--- src/design/irs_pkg.sv ---
// shared types, constants and helper functions of the image resize interpolator
`timescale 1ns / 1ps
`default_nettype none
package irs_pkg;

	localparam int unsigned MAX_WIDTH_DEF    = 64;
	localparam int unsigned MAX_HEIGHT_DEF   = 64;
	localparam int unsigned MAX_CHANNELS_DEF = 4;

	localparam int unsigned IDX_W      = 12;
	localparam int unsigned CH_W       = 2;
	localparam int unsigned SAMPLE_W   = 16;
	localparam int unsigned SIZE_W     = 7;
	localparam int unsigned DST_W      = 13;
	localparam int unsigned CNT_W      = 3;
	localparam int unsigned CRD_W      = 7;
	localparam int unsigned FRAC_W     = 16;
	localparam int unsigned RATIO_W    = SIZE_W + FRAC_W;
	localparam int unsigned PROD_W     = RATIO_W + IDX_W;
	localparam int unsigned PX_W       = PROD_W + 2;
	localparam int unsigned FLR_W      = PX_W - FRAC_W;
	localparam int unsigned WGT_W      = FRAC_W + 1;
	localparam int unsigned TERM_W     = 32;
	localparam int unsigned ACC_W      = 48;
	localparam int unsigned CFG_IDX_W  = 3;
	localparam int unsigned CFG_DATA_W = 13;
	localparam int unsigned Q_DEPTH    = 4;

	localparam logic [WGT_W-1:0] W_ONE    = WGT_W'(1) << FRAC_W;
	localparam logic [PX_W-1:0]  PX_HALF  = PX_W'(1) << (FRAC_W - 1);
	localparam logic [ACC_W-1:0] ACC_HALF = ACC_W'(1) << (2 * FRAC_W - 1);

	localparam logic ACT_WRITE   = 1'b0;
	localparam logic ACT_REQUEST = 1'b1;

	typedef enum logic [CFG_IDX_W-1:0] {
		CFG_SRC_WIDTH     = 3'd0,
		CFG_SRC_HEIGHT    = 3'd1,
		CFG_DST_WIDTH     = 3'd2,
		CFG_DST_HEIGHT    = 3'd3,
		CFG_CHANNEL_COUNT = 3'd4,
		CFG_INTERP_MODE   = 3'd5
	} cfg_idx_t;

	localparam logic [SIZE_W-1:0] RST_SRC_WIDTH     = 7'd64;
	localparam logic [SIZE_W-1:0] RST_SRC_HEIGHT    = 7'd64;
	localparam logic [DST_W-1:0]  RST_DST_WIDTH     = 13'd64;
	localparam logic [DST_W-1:0]  RST_DST_HEIGHT    = 13'd64;
	localparam logic [CNT_W-1:0]  RST_CHANNEL_COUNT = 3'd3;
	localparam logic              RST_INTERP_MODE   = 1'b1;

	typedef enum logic [1:0] {
		K_WRITE = 2'd0,
		K_ZERO  = 2'd1,
		K_NEAR  = 2'd2,
		K_BILIN = 2'd3
	} kind_t;

	typedef struct packed {
		logic [SIZE_W-1:0] src_width;
		logic [SIZE_W-1:0] src_height;
		logic [DST_W-1:0]  dst_width;
		logic [DST_W-1:0]  dst_height;
		logic [CNT_W-1:0]  channel_count;
		logic              interp_mode;
	} cfg_t;

	typedef struct packed {
		logic [SIZE_W-1:0]  sw;
		logic [SIZE_W-1:0]  sh;
		logic [CNT_W-1:0]   cc;
		logic               bilinear;
		logic [RATIO_W-1:0] ratio_x;
		logic [RATIO_W-1:0] ratio_y;
	} front_cfg_t;

	typedef struct packed {
		kind_t               kind;
		logic [CRD_W-1:0]    c0;
		logic [CRD_W-1:0]    c1;
		logic [CRD_W-1:0]    r0;
		logic [CRD_W-1:0]    r1;
		logic [FRAC_W-1:0]   fx;
		logic [FRAC_W-1:0]   fy;
		logic [CH_W-1:0]     ch;
		logic [SAMPLE_W-1:0] sample;
	} q_entry_t;

	typedef struct packed {
		logic             valid;
		logic             first;
		logic             last;
		logic             zero;
		logic [WGT_W-1:0] wx;
		logic [WGT_W-1:0] wy;
	} bctl_t;

	function automatic logic [SIZE_W-1:0] eff_size(input logic [SIZE_W-1:0] v,
		input int unsigned maxv);
		if (v == '0) return SIZE_W'(1);
		if (32'(v) > maxv) return SIZE_W'(maxv);
		return v;
	endfunction

	function automatic logic [CNT_W-1:0] eff_chan(input logic [CNT_W-1:0] v,
		input int unsigned maxv);
		if (v == '0) return CNT_W'(1);
		if (32'(v) > maxv) return CNT_W'(maxv);
		return v;
	endfunction

	function automatic logic [CRD_W-1:0] clamp_crd(input logic signed [FLR_W-1:0] v,
		input logic [SIZE_W-1:0] n);
		if (v < 0) return '0;
		if (v >= $signed({{(FLR_W-SIZE_W){1'b0}}, n})) return CRD_W'(n - SIZE_W'(1));
		return v[CRD_W-1:0];
	endfunction

endpackage
`default_nettype wire

--- src/design/irs_queue.sv ---
// short item queue between the front and back parts
`timescale 1ns / 1ps
`default_nettype none
module irs_queue (
	input  wire logic               clk,
	input  wire logic               arst_n,
	input  wire logic               push,
	input  wire irs_pkg::q_entry_t  din,
	output logic                    full,
	input  wire logic               pop,
	output irs_pkg::q_entry_t       dout,
	output logic                    empty
);
	import irs_pkg::*;

	localparam int unsigned PTR_W = $clog2(Q_DEPTH);
	localparam int unsigned LVL_W = $clog2(Q_DEPTH + 1);

	q_entry_t         slots [Q_DEPTH];
	logic [PTR_W-1:0] wr_q;
	logic [PTR_W-1:0] rd_q;
	logic [LVL_W-1:0] lvl_q;

	assign full  = lvl_q == LVL_W'(Q_DEPTH);
	assign empty = lvl_q == '0;
	assign dout  = slots[rd_q];

	always_ff @(posedge clk or negedge arst_n) begin
		if (!arst_n) begin
			wr_q  <= '0;
			rd_q  <= '0;
			lvl_q <= '0;
		end else begin
			if (push) wr_q <= (wr_q == PTR_W'(Q_DEPTH - 1)) ? '0 : wr_q + PTR_W'(1);
			if (pop) rd_q <= (rd_q == PTR_W'(Q_DEPTH - 1)) ? '0 : rd_q + PTR_W'(1);
			if (push && !pop) lvl_q <= lvl_q + LVL_W'(1);
			else if (pop && !push) lvl_q <= lvl_q - LVL_W'(1);
		end
	end

	always_ff @(posedge clk) begin
		if (push) slots[wr_q] <= din;
	end
endmodule
`default_nettype wire

--- config.mk ---
export PLATFORM = sky130hd
export DESIGN_NAME = irs_queue
export DESIGN_NICKNAME = d
export VERILOG_FILES = /design/src/design/irs_pkg.sv /design/src/design/irs_queue.sv
export SDC_FILE = /design/constraint.sdc
export NUM_CORES = 1
export LEC_CHECK = 0
export BUFFER_PORTS_ARGS = -buffer_cell sky130_fd_sc_hd__buf_2
export CAP_MARGIN = 20
export CORE_ASPECT_RATIO = 1.5
export CORE_MARGIN = 4
export CORE_UTILIZATION = 57
export CTS_BUF_LIST = sky130_fd_sc_hd__clkbuf_8 sky130_fd_sc_hd__clkbuf_16
export DETAILED_ROUTE_END_ITERATION = 8
export PLACE_DENSITY = 0.83
export SLEW_MARGIN = 20
export SYNTH_ARGS = -nofsm -noshare
export SYNTH_HDL_FRONTEND = slang
export SYNTH_SLANG_ARGS = --single-unit
--- constraint.sdc ---
create_clock -name clk -period 3.85 [get_ports clk]
set_input_delay 0.9625 -clock clk [delete_from_list [all_inputs] [get_ports clk]]
set_output_delay 0.9625 -clock clk [all_outputs]
set_load 0.03 [all_outputs]
Word-level counts from Yosys, hierarchy flattened --
Memories as Yosys holds them, arrays and structs flattened. Index checks and enable logic that the tools add are counted.
Word-level totals: flip-flop bits (word level) 7, memory bits (writable) 320, input bits 84, word-level logic and storage cells 23, memories kept 1
Operators by class: add/subtract/negate cells 4, equality and inequality tests 3, muxes and demuxes 6, reductions and logical operators 6
Memories:
- slots | depth 4, bits a word 80, read ports 1, clocked after memory_dff 0, write ports 1, RTL line irs_queue.sv:19 | q_entry_t slots [Q_DEPTH];
Operators by type and width (number):
- 3-bit 2-to-1 mux | 2
- 2-bit by 1-bit adder with 2-bit output, second input constant | 2
- 2-bit equality test, second input constant | 2
- 2-bit 2-to-1 mux | 2
- 3-bit by 1-bit adder with 3-bit output, second input constant | 1
- 3-bit equality test, second input constant | 1
- 3-bit zero test | 1
- 3-bit by 1-bit subtractor with 3-bit output, second input constant | 1
- 1-bit logical AND | 2
- 1-bit zero test | 2
- 1-bit 2-to-1 mux | 2
- 2-bit nonzero test | 1

Logic depth before layout (Yosys ltp) --
depth after elaboration 4, gate-level depth with buffers 7

Least setup slack after synthesis --
Ideal clock, no wire load.
path type input port to flip-flop, start input port push, end memory slots[0][0] (netlist name), enable pin, library setup time 0.447 ns, arrival time 2.826 ns, required time 3.403 ns, setup slack 0.577 ns, stages on the path 1, cells stage by stage and2_1
On the way: longest elaborated chain between the ends 2
Ends and longest elaborated chain:
- from (decl) | RTL line irs_queue.sv:7 | input wire logic push,
- 1-bit 2-to-1 mux | RTL line irs_queue.sv:42 | if (push) slots[wr_q] <= din;
- 1-bit 2-to-1 mux (not written as such) | RTL line irs_queue.sv:42
- to (decl) | RTL line irs_queue.sv:19
Every way passes these cells.

==> metrics.txt <==
WL met2=12.32 mm; r2r worst-path depth=4; Cell Area, Synth=12030 um^2; met3 routed WL=1.253 mm; largest net degree at the start of global routing=55; count leader, synth=edfxtp_1; Iteration-0 DRC Markers=343; sequential area share after synthesis=81.31%; TritonCTS clock tree=yes; Total Power=11.26 mW; core area=20580 um^2; Yosys reg bits=327; Max VDD drop=0.0006359 V; first-pass GRT wire length=34.03 mm; Longest Clk Path Bufs=3; Layout Area Growth over Synthesis=16.91%; Hold Vio Cnt, Final=0; post-CTS sizing=0; CTS buffer count=29; worst setup margin=710.8 ps; Yosys cell types=19; routed len/inst=23.79 um; Arr. time, crit path=2180 ps; Slew Viols, Final=0; CTS sink cnt=327; number of synthesized flops with an enable pin=320; die width=126.6 um; CP startpoint kind=flop; CP endpoint kind=primary output; # nets final=733; io pins=166; Max Clock Skew=11.47 ps; # setup viols final=0; DRC=0; worst r2r src=wr_q[0]; P per Cell Area=800.6 nW/um^2; top cells by count, synth=320 x edfxtp_1, 80 x mux4_2, 9 x buf_2, 7 x buf_12, 7 x dfrtp_1; CTS root buffer=clkbuf_16; hold_buf cts=0; GRT overflow=0; layout cell share with drive strength beyond 1=46.08%; Avg Vias per Cell=5.691; maximum clock frequency=0.3186 GHz; total negative setup slack=0 ps; R2R Path End=slots[0][27]; number of nets with antenna violations after routing=0; starting density of the core=58.48%; Port Buffer Count=165; Post CTS Setup Buffer Count=0; Async SR Flop Fraction=2.141%; Place WS=1231 ps; slew at the pin closest to its max-slew limit=812.4 ps; worst-skew pair later-pin latency=520 ps; normalized max-slew margin=45.84%; Max-Cap Viols=0; Syn. warnings=0; H-tree levels=1; clock slew at reported path FFs=70 ps; uppermost layer routed=met5; vias in the first global route=5932; Synth Instances=455; Worst R2R Setup Slack=1870 ps; hold slack=268.6 ps; worst hold path class=in2async; Final min period=3139 ps; Worst Path Max Fanout=26; syn avg cell area=26.45 um^2; Total GRT Usage=18.93%; critical path class=reg2out; Primary FF master, synth=edfxtp_1; area leader, netlist=edfxtp_1; Die Y=186.0 um; Initial DRT Pass Iterations=6; via count=5310; Req. time, crit path=2890 ps; top cells by area, synth=edfxtp_1 80%, mux4_2 15%, dfrtp_1 1.5%; unrepaired setup endpoints after global routing=no; Detailed Place HPWL=13.70 mm; post-synth top area share=79.85%; Met1 Wirelength=7.888 mm; final RePlAce weighted congestion=0.7534; initial antenna violation count=8; syn nets=546; Final period util=81.54%; site row count=64; Detailed Route WL=22.20 mm; die area=23550 um^2; status=completed; cell leakage power=4.850 nW
per-layer routing:
layer | vias up | GRT usage, %
met2 | 181 | 33.33
met1 | 2743 | 23.22
met4 | 6 | 7.686
met5 | - | 0
li1 | 2330 | -
met3 | 50 | 3.675
worst max-delay path by stage:
stage,from,end,slack [ps]
after floorplan,push,slots[0][0],580
final,rd_q[1],dout[61],710
after CTS,rd_q[0],dout[43],660
after global routing,rd_q[1],dout[61],610
after global placement,rd_q[0],dout[43],1240
after detailed placement,rd_q[1],dout[64],1230
where the power goes:
group,switching (mW),internal [mW]
Clock,1.17,1.54
Sequential,0.218,4.57
Combinational,2.36,1.40
sequential cells by signal, summed over array words and instances, names as in the netlist:
signal	flops
rd_q	2
lvl_q	3
wr_q	2
slots	320
critical path: stages, from the launching register on:
cell and delay [ps]:
dfrtp_4 670, buf_4 370, mux4_2 390, buf_2 200
placed cells by master (no fill, tap or decap), types with 4 or more instances in the layout:
master / instances
clkinv_2: 5
dfrtp_1: 5
buf_2: 165
mux4_2: 80
inv_1: 13
diode_2: 5
edfxtp_1: 320
buf_12: 6
clkbuf_16: 29
and2_4: 4
ha_1: 6
cells by family after synthesis:
logic type               count (synthesis)  synth area share (%)
adder cells (fa/ha/maj)                  7                0.7902
AND/OR/NAND/NOR                         11                0.4678
AO/OA/AOI/OAI                            2               0.08318
multiplexers                            83                 15.25
buffers and inverters                   22                 1.882
flip-flops                             327                 81.31
XOR/XNOR                                 3                0.2184
layout make-up:
type                       instances  area [um^2]
antenna                            5        12.51
clock buffer                      31        753.2
clock inverter                    22        163.9
fill                            1231         6511
inverter                           4        15.01
multi-input combinational        106         2033
sequential                       327         9792
tap                              264        330.3
timing repair buffer             174        968.4
through the flow:
step / area, um^2 / cells / utilization (%)
final: 14070 / 933 / 68.36
after global routing: 14070 / 933 / 68.36
after CTS: 14060 / 928 / 68.30
after detailed placement: 13140 / 875 / 63.84
after global placement: 13140 / 875 / 63.84
after floorplan: 12030 / 455 / -
No activity file was read; power rests on OpenSTA's default activity.
