## src/design/irs_pkg.sv

```systemverilog
// shared types, constants and helper functions of the image resize interpolator
`timescale 1ns / 1ps
`default_nettype none
package irs_pkg;

	localparam int unsigned MAX_WIDTH_DEF    = 64;
	localparam int unsigned MAX_HEIGHT_DEF   = 64;
	localparam int unsigned MAX_CHANNELS_DEF = 4;

	localparam int unsigned IDX_W      = 12;
	localparam int unsigned CH_W       = 2;
	localparam int unsigned SAMPLE_W   = 16;
	localparam int unsigned SIZE_W     = 7;
	localparam int unsigned DST_W      = 13;
	localparam int unsigned CNT_W      = 3;
	localparam int unsigned CRD_W      = 7;
	localparam int unsigned FRAC_W     = 16;
	localparam int unsigned RATIO_W    = SIZE_W + FRAC_W;
	localparam int unsigned PROD_W     = RATIO_W + IDX_W;
	localparam int unsigned PX_W       = PROD_W + 2;
	localparam int unsigned FLR_W      = PX_W - FRAC_W;
	localparam int unsigned WGT_W      = FRAC_W + 1;
	localparam int unsigned TERM_W     = 32;
	localparam int unsigned ACC_W      = 48;
	localparam int unsigned CFG_IDX_W  = 3;
	localparam int unsigned CFG_DATA_W = 13;
	localparam int unsigned Q_DEPTH    = 4;

	localparam logic [WGT_W-1:0] W_ONE    = WGT_W'(1) << FRAC_W;
	localparam logic [PX_W-1:0]  PX_HALF  = PX_W'(1) << (FRAC_W - 1);
	localparam logic [ACC_W-1:0] ACC_HALF = ACC_W'(1) << (2 * FRAC_W - 1);

	localparam logic ACT_WRITE   = 1'b0;
	localparam logic ACT_REQUEST = 1'b1;

	typedef enum logic [CFG_IDX_W-1:0] {
		CFG_SRC_WIDTH     = 3'd0,
		CFG_SRC_HEIGHT    = 3'd1,
		CFG_DST_WIDTH     = 3'd2,
		CFG_DST_HEIGHT    = 3'd3,
		CFG_CHANNEL_COUNT = 3'd4,
		CFG_INTERP_MODE   = 3'd5
	} cfg_idx_t;

	localparam logic [SIZE_W-1:0] RST_SRC_WIDTH     = 7'd64;
	localparam logic [SIZE_W-1:0] RST_SRC_HEIGHT    = 7'd64;
	localparam logic [DST_W-1:0]  RST_DST_WIDTH     = 13'd64;
	localparam logic [DST_W-1:0]  RST_DST_HEIGHT    = 13'd64;
	localparam logic [CNT_W-1:0]  RST_CHANNEL_COUNT = 3'd3;
	localparam logic              RST_INTERP_MODE   = 1'b1;

	typedef enum logic [1:0] {
		K_WRITE = 2'd0,
		K_ZERO  = 2'd1,
		K_NEAR  = 2'd2,
		K_BILIN = 2'd3
	} kind_t;

	typedef struct packed {
		logic [SIZE_W-1:0] src_width;
		logic [SIZE_W-1:0] src_height;
		logic [DST_W-1:0]  dst_width;
		logic [DST_W-1:0]  dst_height;
		logic [CNT_W-1:0]  channel_count;
		logic              interp_mode;
	} cfg_t;

	typedef struct packed {
		logic [SIZE_W-1:0]  sw;
		logic [SIZE_W-1:0]  sh;
		logic [CNT_W-1:0]   cc;
		logic               bilinear;
		logic [RATIO_W-1:0] ratio_x;
		logic [RATIO_W-1:0] ratio_y;
	} front_cfg_t;

	typedef struct packed {
		kind_t               kind;
		logic [CRD_W-1:0]    c0;
		logic [CRD_W-1:0]    c1;
		logic [CRD_W-1:0]    r0;
		logic [CRD_W-1:0]    r1;
		logic [FRAC_W-1:0]   fx;
		logic [FRAC_W-1:0]   fy;
		logic [CH_W-1:0]     ch;
		logic [SAMPLE_W-1:0] sample;
	} q_entry_t;

	typedef struct packed {
		logic             valid;
		logic             first;
		logic             last;
		logic             zero;
		logic [WGT_W-1:0] wx;
		logic [WGT_W-1:0] wy;
	} bctl_t;

	function automatic logic [SIZE_W-1:0] eff_size(input logic [SIZE_W-1:0] v,
		input int unsigned maxv);
		if (v == '0) return SIZE_W'(1);
		if (32'(v) > maxv) return SIZE_W'(maxv);
		return v;
	endfunction

	function automatic logic [CNT_W-1:0] eff_chan(input logic [CNT_W-1:0] v,
		input int unsigned maxv);
		if (v == '0) return CNT_W'(1);
		if (32'(v) > maxv) return CNT_W'(maxv);
		return v;
	endfunction

	function automatic logic [CRD_W-1:0] clamp_crd(input logic signed [FLR_W-1:0] v,
		input logic [SIZE_W-1:0] n);
		if (v < 0) return '0;
		if (v >= $signed({{(FLR_W-SIZE_W){1'b0}}, n})) return CRD_W'(n - SIZE_W'(1));
		return v[CRD_W-1:0];
	endfunction

endpackage
`default_nettype wire

```

## src/design/irs_div.sv

```systemverilog
// bit-serial restoring divider for the scale ratio
`timescale 1ns / 1ps
`default_nettype none
module irs_div (
	input  wire logic                          clk,
	input  wire logic                          arst_n,
	input  wire logic                          start,
	input  wire logic [irs_pkg::RATIO_W-1:0]   dividend,
	input  wire logic [irs_pkg::DST_W-1:0]     divisor,
	output logic                               busy,
	output logic [irs_pkg::RATIO_W-1:0]        quotient
);
	import irs_pkg::*;

	localparam int unsigned STEP_W = $clog2(RATIO_W + 1);

	logic                 busy_q;
	logic [STEP_W-1:0]    step_q;
	logic [DST_W-1:0]     rem_q;
	logic [DST_W-1:0]     divr_q;
	logic [RATIO_W-1:0]   quo_q;
	logic [DST_W:0]       trial;
	logic                 ge;
	logic [DST_W-1:0]     rem_nx;

	always_comb begin
		trial  = {rem_q, quo_q[RATIO_W-1]};
		ge     = trial >= {1'b0, divr_q};
		rem_nx = ge ? DST_W'(trial - {1'b0, divr_q}) : trial[DST_W-1:0];
	end

	always_ff @(posedge clk or negedge arst_n) begin
		if (!arst_n) begin
			busy_q <= 1'b0;
			step_q <= '0;
		end else if (start) begin
			busy_q <= 1'b1;
			step_q <= STEP_W'(RATIO_W);
		end else if (busy_q) begin
			step_q <= step_q - STEP_W'(1);
			if (step_q == STEP_W'(1)) busy_q <= 1'b0;
		end
	end

	always_ff @(posedge clk) begin
		if (start) begin
			rem_q  <= '0;
			quo_q  <= dividend;
			divr_q <= divisor;
		end else if (busy_q) begin
			rem_q <= rem_nx;
			quo_q <= {quo_q[RATIO_W-2:0], ge};
		end
	end

	assign busy     = busy_q;
	assign quotient = quo_q;
endmodule
`default_nettype wire

```

## config.mk

```make
export PLATFORM = sky130hd
export DESIGN_NAME = irs_div
export DESIGN_NICKNAME = d
export VERILOG_FILES = /design/src/design/irs_pkg.sv /design/src/design/irs_div.sv
export SDC_FILE = /design/constraint.sdc
export NUM_CORES = 1
export LEC_CHECK = 0
export ABC_AREA = 1
export BUFFER_PORTS_ARGS = -buffer_cell sky130_fd_sc_hd__buf_4
export CORE_ASPECT_RATIO = 1.4
export CORE_MARGIN = 5
export CORE_UTILIZATION = 25
export CTS_CLUSTER_SIZE = 20
export DETAILED_ROUTE_END_ITERATION = 6
export GPL_TIMING_DRIVEN = 0
export HOLD_SLACK_MARGIN = 0.1
export PLACE_DENSITY_LB_ADDON = 0.3
export SETUP_SLACK_MARGIN = 0.5
export SKIP_CTS_REPAIR_TIMING = 1
export SLEW_MARGIN = 0
export SYNTH_ARGS = -nofsm -noshare
export SYNTH_HDL_FRONTEND = slang
export SYNTH_SLANG_ARGS = --single-unit
export TNS_END_PERCENT = 50
```

## constraint.sdc

```tcl
create_clock -name clk -period 5.5 [get_ports clk]
set_input_delay 0.825 -clock clk [delete_from_list [all_inputs] [get_ports clk]]
set_output_delay 0.825 -clock clk [all_outputs]
set_load 0.02 [all_outputs]
```

== After elaboration in Yosys (flattened, before gate mapping) ==
Cells that the tools add are included.

* Output and inout port bits: 24
* Bits in registers: 55
* Input bits: 39
* Word-level logic and storage cells: 18

* $lt $le $gt $ge: 1
* Reductions and logical operators: 1
* Muxes and demuxes: 8
* Add/sub/neg operators: 2
* Eq/ne operators: 1

{| class="wikitable"
|+ Operators with widths
! operator !! number
|-
| 23-bit two-way mux || 2
|-
| 14-bit by 13-bit >= comparator with 1-bit output || 1
|-
| 13-bit two-way mux || 1
|-
| 13-bit subtractor || 1
|-
| 5-bit two-way mux || 2
|-
| 5-bit by 1-bit equality test with 1-bit output (second input constant) || 1
|-
| 5-bit by 1-bit subtractor with 5-bit output (second input constant) || 1
|-
| 1-bit two-way mux || 3
|-
| 2-bit nonzero test || 1
|}

== Logic depth before layout (Yosys ltp) ==
* Depth in word-level cells: 4
* Depth in mapped cells: 15
* Mapped depth without buffers: 14

== Worst setup path after synthesis ==
Ideal clock, no wire load.

* Path kind: flip-flop to flip-flop
* From: register quo_q[22] (netlist: quotient[22])
* To: register quo_q[0] (netlist: quotient[0]) (data pin)
* Path buffers: 1
* Stages on the path, launching flop included: 14
* Period minus slack after synthesis: 2.193 ns
* Arrival time: 1.940 ns
* Data required time: 5.247 ns
* Setup time: 0.253 ns
* Setup slack: 3.307 ns
* Cells stage by stage: edfxtp_1 > inv_1 > ha_1 > inv_1 > fa_1 > nand2_1 > nand2_1 > nand3_1 > nand2_1 > nand2_2 > nand3_2 > buf_4 > nand2_1 > nand2_1

* Word-level cells in the longest chain between the ends: 3

{| class="wikitable"
|+ Ends and longest elaborated chain
! item !! line !! RTL
|-
| from (decl) || irs_div.sv:21 || <nowiki>logic [RATIO_W-1:0] quo_q;</nowiki>
|-
| from (signal assigned) || irs_div.sv:48 || <nowiki>quo_q <= dividend;</nowiki>
|-
| from (signal assigned) || irs_div.sv:52 || <nowiki>quo_q <= {quo_q[RATIO_W-2:0], ge};</nowiki>
|-
| 14-bit by 13-bit >= comparator with 1-bit output || irs_div.sv:28 || <nowiki>ge = trial >= {1'b0, divr_q};</nowiki>
|-
| 23-bit two-way mux || irs_div.sv:50 || <nowiki>end else if (busy_q) begin</nowiki>
|-
| 23-bit two-way mux || irs_div.sv:46 || <nowiki>if (start) begin</nowiki>
|}

No other way between the ends. The select of a mux whose other input is x is not followed.
A chain may end at the register's enable or synchronous reset.

== Worst setup path after layout ==
* From: input start
* To: register quo_q[1] (netlist: quotient[1]), enable pin

* Word-level cells in the longest chain between the ends: 1

{| class="wikitable"
|+ Ends and longest elaborated chain
! item !! line !! RTL
|-
| from (decl) || irs_div.sv:7 || <nowiki>input wire logic start,</nowiki>
|-
| 2-bit nonzero test (no source line) || - ||
|}

No other way between the ends.

==> results.rst <==
.. list-table::
   :header-rows: 1

   * - Metric
     - Value
   * - Run status
     - complete, no violations
   * - List of most frequent post-synthesis cells
     - 166 x sky130_fd_sc_hd__nand2_1, 59 x sky130_fd_sc_hd__inv_1, 36 x sky130_fd_sc_hd__edfxtp_1
   * - Sequential fraction of the synthesis area
     - 0.478
   * - # IOs
     - between 60 and 70
   * - Startpoint type of the worst setup path
     - input pin
   * - Post-route non-filler standard cell count
     - 626
   * - Crit path max fanout
     - 27
   * - Weighted congestion at the end of routability-driven global placement
     - around 0.84
   * - Register Area
     - 1490 um^2
   * - Part of the cycle the worst path needs
     - 0.455
   * - Signed area change from the synthesized netlist to the final layout
     - 25.5%
   * - Count of vias placed by the detailed router
     - between 2,000 and 3,000
   * - Number of standard-cell rows in the floorplan
     - 48
   * - Violation count after the first detailed-routing iteration
     - 77
   * - Total detailed-routing wirelength
     - 7580 um
   * - Clock sinks
     - 55
   * - Min cycle time layout
     - approximately 2.5 ns
   * - Number of flops mapped to enable cells by yosys
     - 36
   * - Share of cells above drive strength 1
     - 0.170
   * - Setup Skew
     - between 0.009 and 0.01 ns
   * - HPWL after DPL
     - approximately 5900 um
   * - CTS tree
     - built
   * - Crit path kind
     - input pin to flop
   * - Setup crit end kind
     - flop
   * - Placeable Area
     - between 10,000 and 15,000 um^2
   * - Max clock buf depth
     - 2
   * - Layout Cell Area excl Fill
     - about 3900 um^2
   * - Overflow left after global routing
     - 0
   * - DRT Pass-1 Iters
     - 6
   * - Full die area
     - 14,800 um^2
   * - Slew at the pin closest to its max-slew limit
     - 1.01 ns
   * - Syn Nets
     - 461
   * - Largest net degree at the start of global routing
     - 28
   * - Post-placement worst setup slack
     - 2.56 ns
   * - Class of the most critical hold timing path
     - input pin to asynchronous set/reset pin
   * - Met1 Routed Length
     - about 3200 um
   * - Root buffer cell
     - sky130_fd_sc_hd__clkbuf_16
   * - Most used flip-flop cell after synthesis
     - sky130_fd_sc_hd__edfxtp_1
   * - First-pass GRT wire length
     - 12,600 um
   * - Gate Count Post-Synth
     - 406
   * - Clock transition at the registers of the reported paths
     - ~0.070 ns
   * - Setup TNS Final
     - 0 ns
   * - Max Freq
     - approximately 400 MHz
   * - Antenna violation net count after detailed routing
     - 0
   * - Post-synthesis async set-or-reset flop share
     - 0.109
   * - Diodes inserted
     - 0
   * - Slowest stage delay, CP
     - 0.77 ns
   * - Area leader, netlist
     - sky130_fd_sc_hd__edfxtp_1
   * - # DRC
     - 0
   * - Maximum level of the CTS H-tree
     - 2
   * - GR Util All Layers
     - 0.105
   * - Die Span Y
     - 142 um
   * - Met3 wire len
     - between 400 and 500 um
   * - Vias/cell
     - 4.34
   * - Wire length per cell
     - between 10 and 15 um
   * - Worst EP required
     - approximately 5.4 ns
   * - Most repeated cell in the gate-level netlist after synthesis
     - sky130_fd_sc_hd__nand2_1
   * - Average size of a mapped cell
     - 7.68 um^2
   * - Cell types with the largest area share after synthesis
     - sky130_fd_sc_hd__edfxtp_1 35%, sky130_fd_sc_hd__nand2_1 20%, sky130_fd_sc_hd__dfxtp_1 8.3%
   * - Routed length on met2
     - 3680 um
   * - Setup repair after global routing missed its margin
     - false
   * - CP Data Arrival Time
     - 2.42 ns
   * - Final nets
     - 530
   * - Fill cell instance count of the final layout
     - approximately 1,300
   * - Final setup violation count
     - 0
   * - Crit path cell chain
     - buf_4 > clkbuf_1 > nor2_1 > inv_1
   * - Worst vdd rail ir drop
     - 197 uV
   * - Fin. Hold Viols
     - 0
   * - Static leakage power
     - 2.00 nW
   * - Setup WS post-layout
     - between 2 and 3 ns
   * - Slowest CP cell
     - sky130_fd_sc_hd__inv_1
   * - Worst slew margin relative to its limit
     - 0.325
   * - Top cell type's share of synthesized area
     - 0.347
   * - Placed cell count
     - 618
   * - PwrDens
     - 370 nW/um^2
   * - Effective utilization at floorplan
     - 0.253
   * - Max-cap violation count
     - 0
   * - Area of the mapped netlist
     - 3120 um^2
   * - Synthesis-stage register bit count
     - between 50 and 60
   * - Chip Width
     - 104 um
   * - Highest metal layer with signal wires
     - met4
   * - Total of warnings raised by yosys
     - 0
   * - Clk Latency, worst-skew pair
     - approximately 0.29 ns
   * - CTS Buf Count
     - 5
   * - Port Buffers
     - 62
   * - Area of the multi-input gates
     - about 1400 um^2
   * - Number of global-route vias before repair
     - 2,746
   * - Post-place instance area
     - 3770 um^2
   * - Initial antenna violation count
     - 0
   * - Final Core Density
     - 0.318
   * - Number of slew-limit violations in the final report
     - 0
   * - Number of distinct standard cells referenced by the synthesized netlist
     - 29
## worst paths after layout
path | from | endpoint | slack, ns | cells past startpoint
setup / recovery | start | quotient[1]$_DFFE_PP_ | 3.00 | 4
hold / removal | arst_n | step_q[2]$_DFFE_PN0P_ | 0.32 | 1
max in group asynchronous | arst_n | step_q[1]$_DFFE_PN0P_ | 5.06 | 1
hold reg to reg | rem_q[12]$_SDFFE_PP0P_ | rem_q[12]$_SDFFE_PP0P_ | 0.47 | 2
min in group clk | rem_q[12]$_SDFFE_PP0P_ | rem_q[12]$_SDFFE_PP0P_ | 0.47 | 2
setup reg to reg | quotient[22]$_DFFE_PP_ | quotient[0]$_DFFE_PP_ | 3.20 | 13
## power by group
group	switching, mW	leakage (nW)	internal (mW)
clock	0.142	0.0669	0.168
combinational	0.359	1.38	0.230
sequential	0.0421	0.550	0.508
total	0.543	2.00	0.906
## cell type report
type,instances,area share
buffer,8,0.0105
clock buffer,6,0.0329
clock inverter,2,0.00320
multi-input combinational,284,0.349
timing repair buffer,62,0.119
tap,150,0.0480
inverter,59,0.0566
sequential,55,0.381
## worst max-delay path, delay by kind of cell
kind,cells,cell delay [ns]
buffers and inverters,3,1.42
AND/OR/NAND/NOR,1,0.16
## layout by cell type (no fill, tap or decap), types with 5 or more instances in the layout
| cell | synthesis | routed |
|---|---|---|
| sky130_fd_sc_hd__a21oi_1 | 5 | 5 |
| sky130_fd_sc_hd__buf_4 | 1 | 63 |
| sky130_fd_sc_hd__clkbuf_1 | 6 | 7 |
| sky130_fd_sc_hd__clkbuf_16 | 0 | 5 |
| sky130_fd_sc_hd__dfrtp_1 | 6 | 6 |
| sky130_fd_sc_hd__dfxtp_1 | 13 | 13 |
| sky130_fd_sc_hd__edfxtp_1 | 36 | 36 |
| sky130_fd_sc_hd__ha_1 | 15 | 15 |
| sky130_fd_sc_hd__inv_1 | 59 | 59 |
| sky130_fd_sc_hd__nand2_1 | 166 | 166 |
| sky130_fd_sc_hd__nand3_1 | 24 | 24 |
| sky130_fd_sc_hd__nand4_1 | 10 | 10 |
| sky130_fd_sc_hd__nor2_1 | 34 | 34 |
| sky130_fd_sc_hd__o21ai_0 | 5 | 5 |
## cell families (layout without fill, tap and decap cells)
logic type	after synthesis	after routing	synth area share
XOR/XNOR	4	4	0.0112
adder cells (fa/ha/maj)	16	16	0.0666
flip-flops	55	55	0.478
AO/OA/AOI/OAI	16	16	0.0293
AND/OR/NAND/NOR	248	248	0.331
buffers and inverters	67	137	0.0842
## state kept, by name (all words and copies together) (netlist names)
name	cells
divr_q	13
busy	1
quotient	23
step_q	5
rem_q	13
## through the flow
stage / hold slack [ns] / total power [mW]
6_report: 0.322 / 1.45
4_1_cts: 0.316 / 1.48
3_5_place_dp: 0.465 / 1.15
2_1_floorplan: 0.445 / 0.985
3_3_place_gp: 0.460 / 1.15
5_1_grt: 0.311 / 1.58
## per-layer routing
| metal | vias up | track usage |
|---|---|---|
| li1 | 1412 | - |
| met1 | 1218 | 0.117 |
| met2 | 69 | 0.182 |
| met3 | 15 | 0.0327 |
| met4 | 0 | 0.0464 |
| met5 | - | 0 |
No activity file was read; power rests on OpenSTA's default activity.
