File: src/design/irs_pkg.sv
// shared types, constants and helper functions of the image resize interpolator
`timescale 1ns / 1ps
`default_nettype none
package irs_pkg;

	localparam int unsigned MAX_WIDTH_DEF    = 64;
	localparam int unsigned MAX_HEIGHT_DEF   = 64;
	localparam int unsigned MAX_CHANNELS_DEF = 4;

	localparam int unsigned IDX_W      = 12;
	localparam int unsigned CH_W       = 2;
	localparam int unsigned SAMPLE_W   = 16;
	localparam int unsigned SIZE_W     = 7;
	localparam int unsigned DST_W      = 13;
	localparam int unsigned CNT_W      = 3;
	localparam int unsigned CRD_W      = 7;
	localparam int unsigned FRAC_W     = 16;
	localparam int unsigned RATIO_W    = SIZE_W + FRAC_W;
	localparam int unsigned PROD_W     = RATIO_W + IDX_W;
	localparam int unsigned PX_W       = PROD_W + 2;
	localparam int unsigned FLR_W      = PX_W - FRAC_W;
	localparam int unsigned WGT_W      = FRAC_W + 1;
	localparam int unsigned TERM_W     = 32;
	localparam int unsigned ACC_W      = 48;
	localparam int unsigned CFG_IDX_W  = 3;
	localparam int unsigned CFG_DATA_W = 13;
	localparam int unsigned Q_DEPTH    = 4;

	localparam logic [WGT_W-1:0] W_ONE    = WGT_W'(1) << FRAC_W;
	localparam logic [PX_W-1:0]  PX_HALF  = PX_W'(1) << (FRAC_W - 1);
	localparam logic [ACC_W-1:0] ACC_HALF = ACC_W'(1) << (2 * FRAC_W - 1);

	localparam logic ACT_WRITE   = 1'b0;
	localparam logic ACT_REQUEST = 1'b1;

	typedef enum logic [CFG_IDX_W-1:0] {
		CFG_SRC_WIDTH     = 3'd0,
		CFG_SRC_HEIGHT    = 3'd1,
		CFG_DST_WIDTH     = 3'd2,
		CFG_DST_HEIGHT    = 3'd3,
		CFG_CHANNEL_COUNT = 3'd4,
		CFG_INTERP_MODE   = 3'd5
	} cfg_idx_t;

	localparam logic [SIZE_W-1:0] RST_SRC_WIDTH     = 7'd64;
	localparam logic [SIZE_W-1:0] RST_SRC_HEIGHT    = 7'd64;
	localparam logic [DST_W-1:0]  RST_DST_WIDTH     = 13'd64;
	localparam logic [DST_W-1:0]  RST_DST_HEIGHT    = 13'd64;
	localparam logic [CNT_W-1:0]  RST_CHANNEL_COUNT = 3'd3;
	localparam logic              RST_INTERP_MODE   = 1'b1;

	typedef enum logic [1:0] {
		K_WRITE = 2'd0,
		K_ZERO  = 2'd1,
		K_NEAR  = 2'd2,
		K_BILIN = 2'd3
	} kind_t;

	typedef struct packed {
		logic [SIZE_W-1:0] src_width;
		logic [SIZE_W-1:0] src_height;
		logic [DST_W-1:0]  dst_width;
		logic [DST_W-1:0]  dst_height;
		logic [CNT_W-1:0]  channel_count;
		logic              interp_mode;
	} cfg_t;

	typedef struct packed {
		logic [SIZE_W-1:0]  sw;
		logic [SIZE_W-1:0]  sh;
		logic [CNT_W-1:0]   cc;
		logic               bilinear;
		logic [RATIO_W-1:0] ratio_x;
		logic [RATIO_W-1:0] ratio_y;
	} front_cfg_t;

	typedef struct packed {
		kind_t               kind;
		logic [CRD_W-1:0]    c0;
		logic [CRD_W-1:0]    c1;
		logic [CRD_W-1:0]    r0;
		logic [CRD_W-1:0]    r1;
		logic [FRAC_W-1:0]   fx;
		logic [FRAC_W-1:0]   fy;
		logic [CH_W-1:0]     ch;
		logic [SAMPLE_W-1:0] sample;
	} q_entry_t;

	typedef struct packed {
		logic             valid;
		logic             first;
		logic             last;
		logic             zero;
		logic [WGT_W-1:0] wx;
		logic [WGT_W-1:0] wy;
	} bctl_t;

	function automatic logic [SIZE_W-1:0] eff_size(input logic [SIZE_W-1:0] v,
		input int unsigned maxv);
		if (v == '0) return SIZE_W'(1);
		if (32'(v) > maxv) return SIZE_W'(maxv);
		return v;
	endfunction

	function automatic logic [CNT_W-1:0] eff_chan(input logic [CNT_W-1:0] v,
		input int unsigned maxv);
		if (v == '0) return CNT_W'(1);
		if (32'(v) > maxv) return CNT_W'(maxv);
		return v;
	endfunction

	function automatic logic [CRD_W-1:0] clamp_crd(input logic signed [FLR_W-1:0] v,
		input logic [SIZE_W-1:0] n);
		if (v < 0) return '0;
		if (v >= $signed({{(FLR_W-SIZE_W){1'b0}}, n})) return CRD_W'(n - SIZE_W'(1));
		return v[CRD_W-1:0];
	endfunction

endpackage
`default_nettype wire

File: src/design/irs_if.sv
// item channel and configuration channel interfaces
`timescale 1ns / 1ps
`default_nettype none
interface irs_in_if;
	logic                          valid;
	logic                          ready;
	logic                          action;
	logic [irs_pkg::IDX_W-1:0]    col_index;
	logic [irs_pkg::IDX_W-1:0]    row_index;
	logic [irs_pkg::CH_W-1:0]     channel;
	logic [irs_pkg::SAMPLE_W-1:0] sample_in;
	modport source (output valid, action, col_index, row_index, channel, sample_in,
		input ready);
	modport sink (input valid, action, col_index, row_index, channel, sample_in,
		output ready);
endinterface

`default_nettype wire

File: src/design/irs_front.sv
// front part: accepts items, classifies them and maps request coordinates
`timescale 1ns / 1ps
`default_nettype none
module irs_front (
	input  wire logic                 clk,
	input  wire logic                 arst_n,
	irs_in_if.sink                    req,
	input  wire irs_pkg::front_cfg_t  fcfg,
	input  wire logic                 hold,
	input  wire logic                 full,
	output logic                      push,
	output irs_pkg::q_entry_t         entry
);
	import irs_pkg::*;

	logic                 accept, wr_ok, is_write, keep_in, en2, ld1;
	kind_t                kind_in;

	logic                 v1_q;
	kind_t                kind_s1;
	logic [CRD_W-1:0]     col_s1, row_s1;
	logic [CH_W-1:0]      ch_s1;
	logic [SAMPLE_W-1:0]  sample_s1;
	logic [PROD_W-1:0]    prodx_s1, prody_s1;

	logic                 v2_q;
	q_entry_t             entry_s2;
	q_entry_t             nx;

	logic signed [PX_W-1:0]  px, py, pxr, pyr;
	logic signed [FLR_W-1:0] xl, yt, xn, yn;

	assign en2    = !v2_q || !full;
	assign ld1    = !v1_q || en2;
	assign req.ready = !hold && ld1;
	assign accept = req.valid && req.ready;
	assign push   = v2_q && !full;
	assign entry  = entry_s2;

	always_comb begin
		is_write = req.action == ACT_WRITE;
		wr_ok = (req.col_index < {{(IDX_W-SIZE_W){1'b0}}, fcfg.sw})
			&& (req.row_index < {{(IDX_W-SIZE_W){1'b0}}, fcfg.sh})
			&& ({1'b0, req.channel} < fcfg.cc);
		keep_in = !is_write || wr_ok;
		if (is_write) kind_in = K_WRITE;
		else if ({1'b0, req.channel} >= fcfg.cc) kind_in = K_ZERO;
		else if (fcfg.bilinear) kind_in = K_BILIN;
		else kind_in = K_NEAR;
	end

	always_ff @(posedge clk or negedge arst_n) begin
		if (!arst_n) begin
			v1_q <= 1'b0;
			v2_q <= 1'b0;
		end else begin
			if (ld1) v1_q <= accept && keep_in;
			if (en2) v2_q <= v1_q;
		end
	end

	// stage 1: register the item and the ratio*index products
	always_ff @(posedge clk) begin
		if (ld1) begin
			kind_s1   <= kind_in;
			col_s1    <= req.col_index[CRD_W-1:0];
			row_s1    <= req.row_index[CRD_W-1:0];
			ch_s1     <= req.channel;
			sample_s1 <= req.sample_in;
			prodx_s1  <= PROD_W'(fcfg.ratio_x) * PROD_W'(req.col_index);
			prody_s1  <= PROD_W'(fcfg.ratio_y) * PROD_W'(req.row_index);
		end
	end

	// stage 2: offset by half a ratio minus half a pixel, floor or round, clamp
	always_comb begin
		px  = $signed({2'b00, prodx_s1}) + $signed({{(PX_W-RATIO_W+1){1'b0}},
			fcfg.ratio_x[RATIO_W-1:1]}) - $signed(PX_HALF);
		py  = $signed({2'b00, prody_s1}) + $signed({{(PX_W-RATIO_W+1){1'b0}},
			fcfg.ratio_y[RATIO_W-1:1]}) - $signed(PX_HALF);
		pxr = px + $signed(PX_HALF);
		pyr = py + $signed(PX_HALF);
		xl  = px[PX_W-1:FRAC_W];
		yt  = py[PX_W-1:FRAC_W];
		xn  = pxr[PX_W-1:FRAC_W];
		yn  = pyr[PX_W-1:FRAC_W];

		nx.kind   = kind_s1;
		nx.ch     = ch_s1;
		nx.sample = sample_s1;
		nx.fx     = px[FRAC_W-1:0];
		nx.fy     = py[FRAC_W-1:0];
		nx.c1     = clamp_crd(xl + FLR_W'(1), fcfg.sw);
		nx.r1     = clamp_crd(yt + FLR_W'(1), fcfg.sh);
		case (kind_s1)
			K_WRITE: begin
				nx.c0 = col_s1;
				nx.r0 = row_s1;
			end
			K_NEAR: begin
				nx.c0 = clamp_crd(xn, fcfg.sw);
				nx.r0 = clamp_crd(yn, fcfg.sh);
			end
			default: begin
				nx.c0 = clamp_crd(xl, fcfg.sw);
				nx.r0 = clamp_crd(yt, fcfg.sh);
			end
		endcase
	end

	always_ff @(posedge clk) begin
		if (en2) entry_s2 <= nx;
	end
endmodule
`default_nettype wire

File: src/flat_wrapper.sv
// flat-port wrapper written by rule: the top's interface ports become plain ports
module irs_front_flat import irs_pkg::*;
  (clk, arst_n, fcfg, hold, full, push, entry, req_valid, req_action, req_col_index, req_row_index, req_channel, req_sample_in, req_ready);
  irs_in_if req_i ();
  input  wire logic clk;
  input  wire logic arst_n;
  input  wire irs_pkg::front_cfg_t fcfg;
  input  wire logic hold;
  input  wire logic full;
  output logic push;
  output irs_pkg::q_entry_t entry;
  input wire logic [$bits(req_i.valid)-1:0] req_valid;
  input wire logic [$bits(req_i.action)-1:0] req_action;
  input wire logic [$bits(req_i.col_index)-1:0] req_col_index;
  input wire logic [$bits(req_i.row_index)-1:0] req_row_index;
  input wire logic [$bits(req_i.channel)-1:0] req_channel;
  input wire logic [$bits(req_i.sample_in)-1:0] req_sample_in;
  output wire logic [$bits(req_i.ready)-1:0] req_ready;
  assign req_i.valid = req_valid;
  assign req_i.action = req_action;
  assign req_i.col_index = req_col_index;
  assign req_i.row_index = req_row_index;
  assign req_i.channel = req_channel;
  assign req_i.sample_in = req_sample_in;
  assign req_ready = req_i.ready;
  irs_front u_core (.clk(clk), .arst_n(arst_n), .req(req_i), .fcfg(fcfg), .hold(hold), .full(full), .push(push), .entry(entry));
endmodule
File: config.mk
export PLATFORM = sky130hd
export DESIGN_NAME = irs_front_flat
export DESIGN_NICKNAME = d
export VERILOG_FILES = /design/src/design/irs_pkg.sv /design/src/design/irs_if.sv /design/src/design/irs_front.sv /design/src/flat_wrapper.sv
export SDC_FILE = /design/constraint.sdc
export NUM_CORES = 2
export LEC_CHECK = 0
export BUFFER_PORTS_ARGS = -buffer_cell sky130_fd_sc_hd__buf_2
export CAP_MARGIN = 20
export CELL_PAD_IN_SITES_DETAIL_PLACEMENT = 1
export CELL_PAD_IN_SITES_GLOBAL_PLACEMENT = 2
export CORE_MARGIN = 4
export CORE_UTILIZATION = 37
export CTS_CLUSTER_SIZE = 16
export DETAILED_ROUTE_END_ITERATION = 10
export PLACE_DENSITY = 0.83
export SYNTH_ARGS = -nofsm -noshare
export SYNTH_HDL_FRONTEND = slang
export SYNTH_SLANG_ARGS = --single-unit
File: constraint.sdc
create_clock -name clk -period 5.8 [get_ports clk]
set_input_delay 0.87 -clock clk [delete_from_list [all_inputs] [get_ports clk]]
set_output_delay 0.87 -clock clk [all_outputs]
set_load 0.05 [all_outputs]
======== Word-level counts from Yosys, hierarchy flattened ========
Cells that the tools add are included.
cells by class
  $add $sub $neg .......................... 10
  $mul .................................... 2
  magnitude comparators ................... 16
  eq/ne operators ......................... 1
  mux-type cells .......................... 54
  bitwise operators ....................... 1
  reduce and logical (&&, ||, !) cells .... 16
operators with widths
  cell                      count
  $mux W7                   24
  $ge A21 B8 Y1             6
  $lt A21 B1 Y1 const B     6
  $add A37 B17 Y37 const B  2
  $sub A36 B16 Y37 const B  2
  $add A35 B22 Y36          2
  $mul A23 B12 Y35          2
  $add A21 B2 Y21 const B   2
  $mux W1                   28
  $pmux W7 S2               2
  $lt A12 B7 Y1             2
  $sub A7 B1 Y7 const B     2
  $logic_and A1 B1 Y1       6
  $logic_not A1 Y1          4
  $reduce_or A2 Y1          2
  $ge A2 B3 Y1              1
  $logic_or A1 B1 Y1        3
  $lt A2 B3 Y1              1
  $eq A2 B2 Y1 const B      1
  $logic_not A2 Y1          1
  $not A1 Y1                1
word-level totals
  flip-flop bits (word level) ............. 186
  input bits .............................. 112
  output and inout bits ................... 82
  logic and storage cells ................. 119

======== Logic depth before layout (Yosys ltp) ========
  depth after elaboration ................. 11
  mapped depth ............................ 26
  depth with buffers taken out ............ 25

======== Least setup slack after synthesis ========
Ideal clock, no wire load.
  path kind ............................... input-to-reg
  start point ............................. input port req_col_index[3]
  end point ............................... register u_core.prodx_s1[34] (data pin)
  library setup time ...................... 261 ps
  arrival time ............................ 6393 ps
  data required time ...................... 5539 ps
  slack ................................... -855 ps
  cell stages on the path ................. 21
  path buffers ............................ 1
  cell sequence ........................... clkbuf_1 > nand2_1 > fa_1 > inv_1 > fa_1 > inv_1 > fa_1 > inv_1 > fa_1 > fa_1 > ha_1 > or2_2 > a21boi_0 > a311oi_1 > o31ai_1 > o21ai_0 > o21ai_0 > or4_1 > a31oi_1 > o21ai_0 > xnor2_1
on the way
  longest elaborated chain between the ends .. 1
ends and longest elaborated chain
  item                    RTL line            source
  start: declaration      flat_wrapper.sv:14  input wire logic [$bits(req_i.col_index)-1:0] req_col_index;
  $mul A23 B12 Y35        irs_front.sv:70     prodx_s1 <= PROD_W'(fcfg.ratio_x) * PROD_W'(req.col_index);
  end signal: assignment  irs_front.sv:70
  end: declaration        irs_front.sv:24     logic [PROD_W-1:0] prodx_s1, prody_s1;
No other way between the ends.
A chain may end at the register's enable or synchronous reset.

======== Worst setup path after layout ========
  start point ............................. input port req_col_index[6]
  end point ............................... register u_core.prodx_s1[32] (data pin)
Same word-level chain as after synthesis.

==> impl_metrics.tcl <==
set metrics [dict create \
    status "complete, no violations" \
    drv_slew 0 \
    finalHoldViolCount 0 \
    syn_inst 3407 \
    first_pass_iters 5 \
    synth_cell_types 101 \
    finalNonFillerCells 5270 \
    postCtsHoldBufs 0 \
    critical_path_class "input port to flop" \
    max-cap-violations 0 \
    setup_viol 0 \
    worst_pin_slew_ns 1.21 \
    synth.most_common_cell "inv_1" \
    cts_buffers 17 \
    multi_input_area_um2 24500 \
    synth-edff-count 184 \
    max_freq_mhz 175 \
    yosys_register_bits 186 \
    cpMaxStageDelayCell "fa_1" \
    clock_sinks 186 \
    area_growth_pct 29.3 \
    core_region_area_um2 83800 \
    nNetsFinal 4978 \
    finalCriticalPeriod_ns 5.72 \
    tritoncts "done" \
    dp_cells 5184 \
    htree_levels 4 \
    chipHeight_um 299 \
    vias_per_cell 5.17 \
    synthArstFlopShare 0.0108 \
    synthTopCellsByCount "inv_1, nand2_1, fa_1" \
    place_ws_ns -1.29 \
    finClkSkew_ns 0.0177 \
    hpwlAfterDp_um 85900 \
    grt_max_degree 57 \
    drtIter0Drc 1221 \
    rsz0062_at_grt "true" \
    antenna_found_initial 3 \
    seq_area_um2 5580 \
    finalWorstSetupSlack_ns 0.0778 \
    gp_congestion 0.861 \
    ios 194 \
    grt_use_total 0.232 \
    required_ns 6.08 \
    path_buf_inv 5 \
    synth_top_area_share 0.270 \
    crit_arrival_ns 6.01 \
    fill_cells 9685 \
    crit_family "adder cells" \
    syn_nets 4265 \
    die_area_um2 89400 \
    critPathMaxStageDelay_ns 0.56 \
    port_buffers 193 \
    hold_path.class "input port to async pin" \
    critPathLaunchType "input port" \
    slew_headroom 0.193 \
    synth_area_um2 31300 \
    crit_fanout 11 \
    wirelength_um 104000 \
    drive_gt1_frac 0.268 \
    ys_seq_area_frac 0.178 \
    synth_top_cells_by_area "fa_1, edfxtp_1, ha_1" \
    clk_pin_slew_ns 0.09 \
    synthFlopType "edfxtp_1" \
    cts-root-buf "clkbuf_16" \
    finalCritPeriodShare 0.987 \
    yosys.area.top_type "fa_1" \
    crit_path_end_kind "flop" \
    cts_max_path_buffers 2 \
    avgSynthCellArea_um2 9.20 \
    ys_warn_count 0 \
    insertion_delay_ns 0.52 \
    grt_pass1_wl_um 164000 \
    critPathMostFrequentCell "fa_1" \
    die_w_um 299 \
    ant_nets 0 \
    num_rows 106 \
    crit_path_cell_trace "buf_8, buf_12, and2_4, fa_1, inv_1, fa_1, fa_1, fa_1, inv_2, fa_1, ha_4, a21o_1, a21o_1, or3_1, o21ai_2, o21ai_2, or4_4, a31oi_4, buf_6, xnor2_2" \
    vias 27200 \
    drc 0 \
    gr-total-overflow 0 \
    wl_per_cell_um 19.8 \
    grt_pass1_vias 30100 \
    start_util 0.374 \
]
final timing paths:
check                                                   start                            end  slack (ns)  cells past startpoint
worst min-delay path                                   arst_n        u_core.v1_q$_DFFE_PN0N_        0.11                      1
min in group clk                u_core.sample_s1[0]$_DFFE_PN_      u_core.entry[0]$_DFFE_PP_        0.43                      0
worst min register to register  u_core.sample_s1[0]$_DFFE_PN_      u_core.entry[0]$_DFFE_PP_        0.43                      0
worst max register to register   u_core.prodx_s1[1]$_DFFE_PN_     u_core.entry[72]$_DFFE_PP_        0.33                     26
worst max-delay path                         req_col_index[6]  u_core.prodx_s1[32]$_DFFE_PN_        0.08                     20
max in group asynchronous                              arst_n        u_core.v2_q$_DFFE_PN0P_        5.59                      1
cells by family (layout without fill, tap and decap cells):
family,Yosys count,in the layout,share of synthesized area
other,0,3,0
flip-flops,186,186,0.178
AO/OA/AOI/OAI,548,548,0.120
XOR/XNOR,151,151,0.0431
AND/OR/NAND/NOR,1083,1083,0.170
buffers and inverters,661,1387,0.0798
multiplexers,32,32,0.0104
adder cells (fa/ha/maj),746,746,0.399
per-stage QoR:
stage / utilization / setup TNS (ns) / area [um2] / hold WS (ns)
final: 0.484 / 0 / 40500 / 0.114
after global routing: 0.484 / -0.515 / 40500 / 0.0775
after CTS: 0.468 / -0.00546 / 39200 / 0.0748
after detailed placement: 0.455 / -34.56 / 38100 / 0.407
after global placement: 0.455 / -30.65 / 38100 / 0.400
after floorplan: - / -0.552 / 32000 / 0.400
final cells by class:
class / count / share of cell area
Multi-Input combinational cell: 2560 / 0.605
Timing Repair Buffer: 820 / 0.157
Sequential cell: 186 / 0.138
Inverter: 535 / 0.0495
Tap cell: 1134 / 0.0350
Clock buffer: 17 / 0.0105
Clock inverter: 15 / 0.00549
Antenna cell: 3 / 0.000185
routing by layer:
layer,track usage,share of wire
met5,0,0.000077
met1,0.294,0.43
met2,0.411,0.50
met4,0.0669,0.027
met3,0.0347,0.042
worst reg2reg max path: stages (launching register included):
cell,delay (ns)
edfxtp_1,0.37
ha_1,0.28
ha_2,0.20
fa_2,0.37
a21oi_4,0.19
o21ai_2,0.11
buf_4,0.16
a211oi_4,0.30
o31ai_4,0.13
xor2_1,0.16
buf_4,0.18
buf_4,0.14
ha_1,0.26
a21o_1,0.16
a21o_1,0.17
a21o_1,0.17
a21o_1,0.18
a21o_1,0.18
a21oi_2,0.14
nand4_1,0.14
nor4_2,0.31
nand4b_1,0.14
buf_6,0.16
buf_4,0.13
mux2i_1,0.13
a22oi_1,0.23
o31ai_1,0.12
flip-flops by register name, summed over array words and instances (netlist names):
name              flops
u_core.prodx_s1      35
u_core.row_s1         7
u_core.v2_q           1
u_core.sample_s1     16
u_core.v1_q           1
u_core.entry         80
u_core.kind_s1        2
u_core.prody_s1      35
u_core.col_s1         7
u_core.ch_s1          2
placed cells by master (no fill, tap or decap), drive strengths merged, types with 27 or more instances in the layout:
cell | synthesis | layout
and3 | 27 | 27
a21oi | 146 | 146
edfxtp | 184 | 184
nand2b | 31 | 31
clkbuf | 116 | 28
nand3 | 71 | 71
nor2 | 100 | 100
buf | 10 | 809
fa | 422 | 422
xnor2 | 113 | 113
o21ai | 95 | 95
nor3 | 48 | 48
a21o | 82 | 82
xor2 | 37 | 37
mux2i | 27 | 27
inv | 535 | 544
and2 | 183 | 183
nand2 | 486 | 486
ha | 324 | 324
timing repair:
| action | 4_1_cts | 5_1_grt |
|---|---|---|
| hold endpoints to repair | 0 | 0 |
| setup buffers | 13 | 36 |
| pin swaps | 44 | 115 |
| gates resized for setup | 93 | 230 |
| gates cloned | 1 | 4 |
| endpoints found under the setup margin | 30 | 40 |
Power is not shown: default switching activity piles up to over one toggle a cycle in this logic, so the estimate is an artifact.
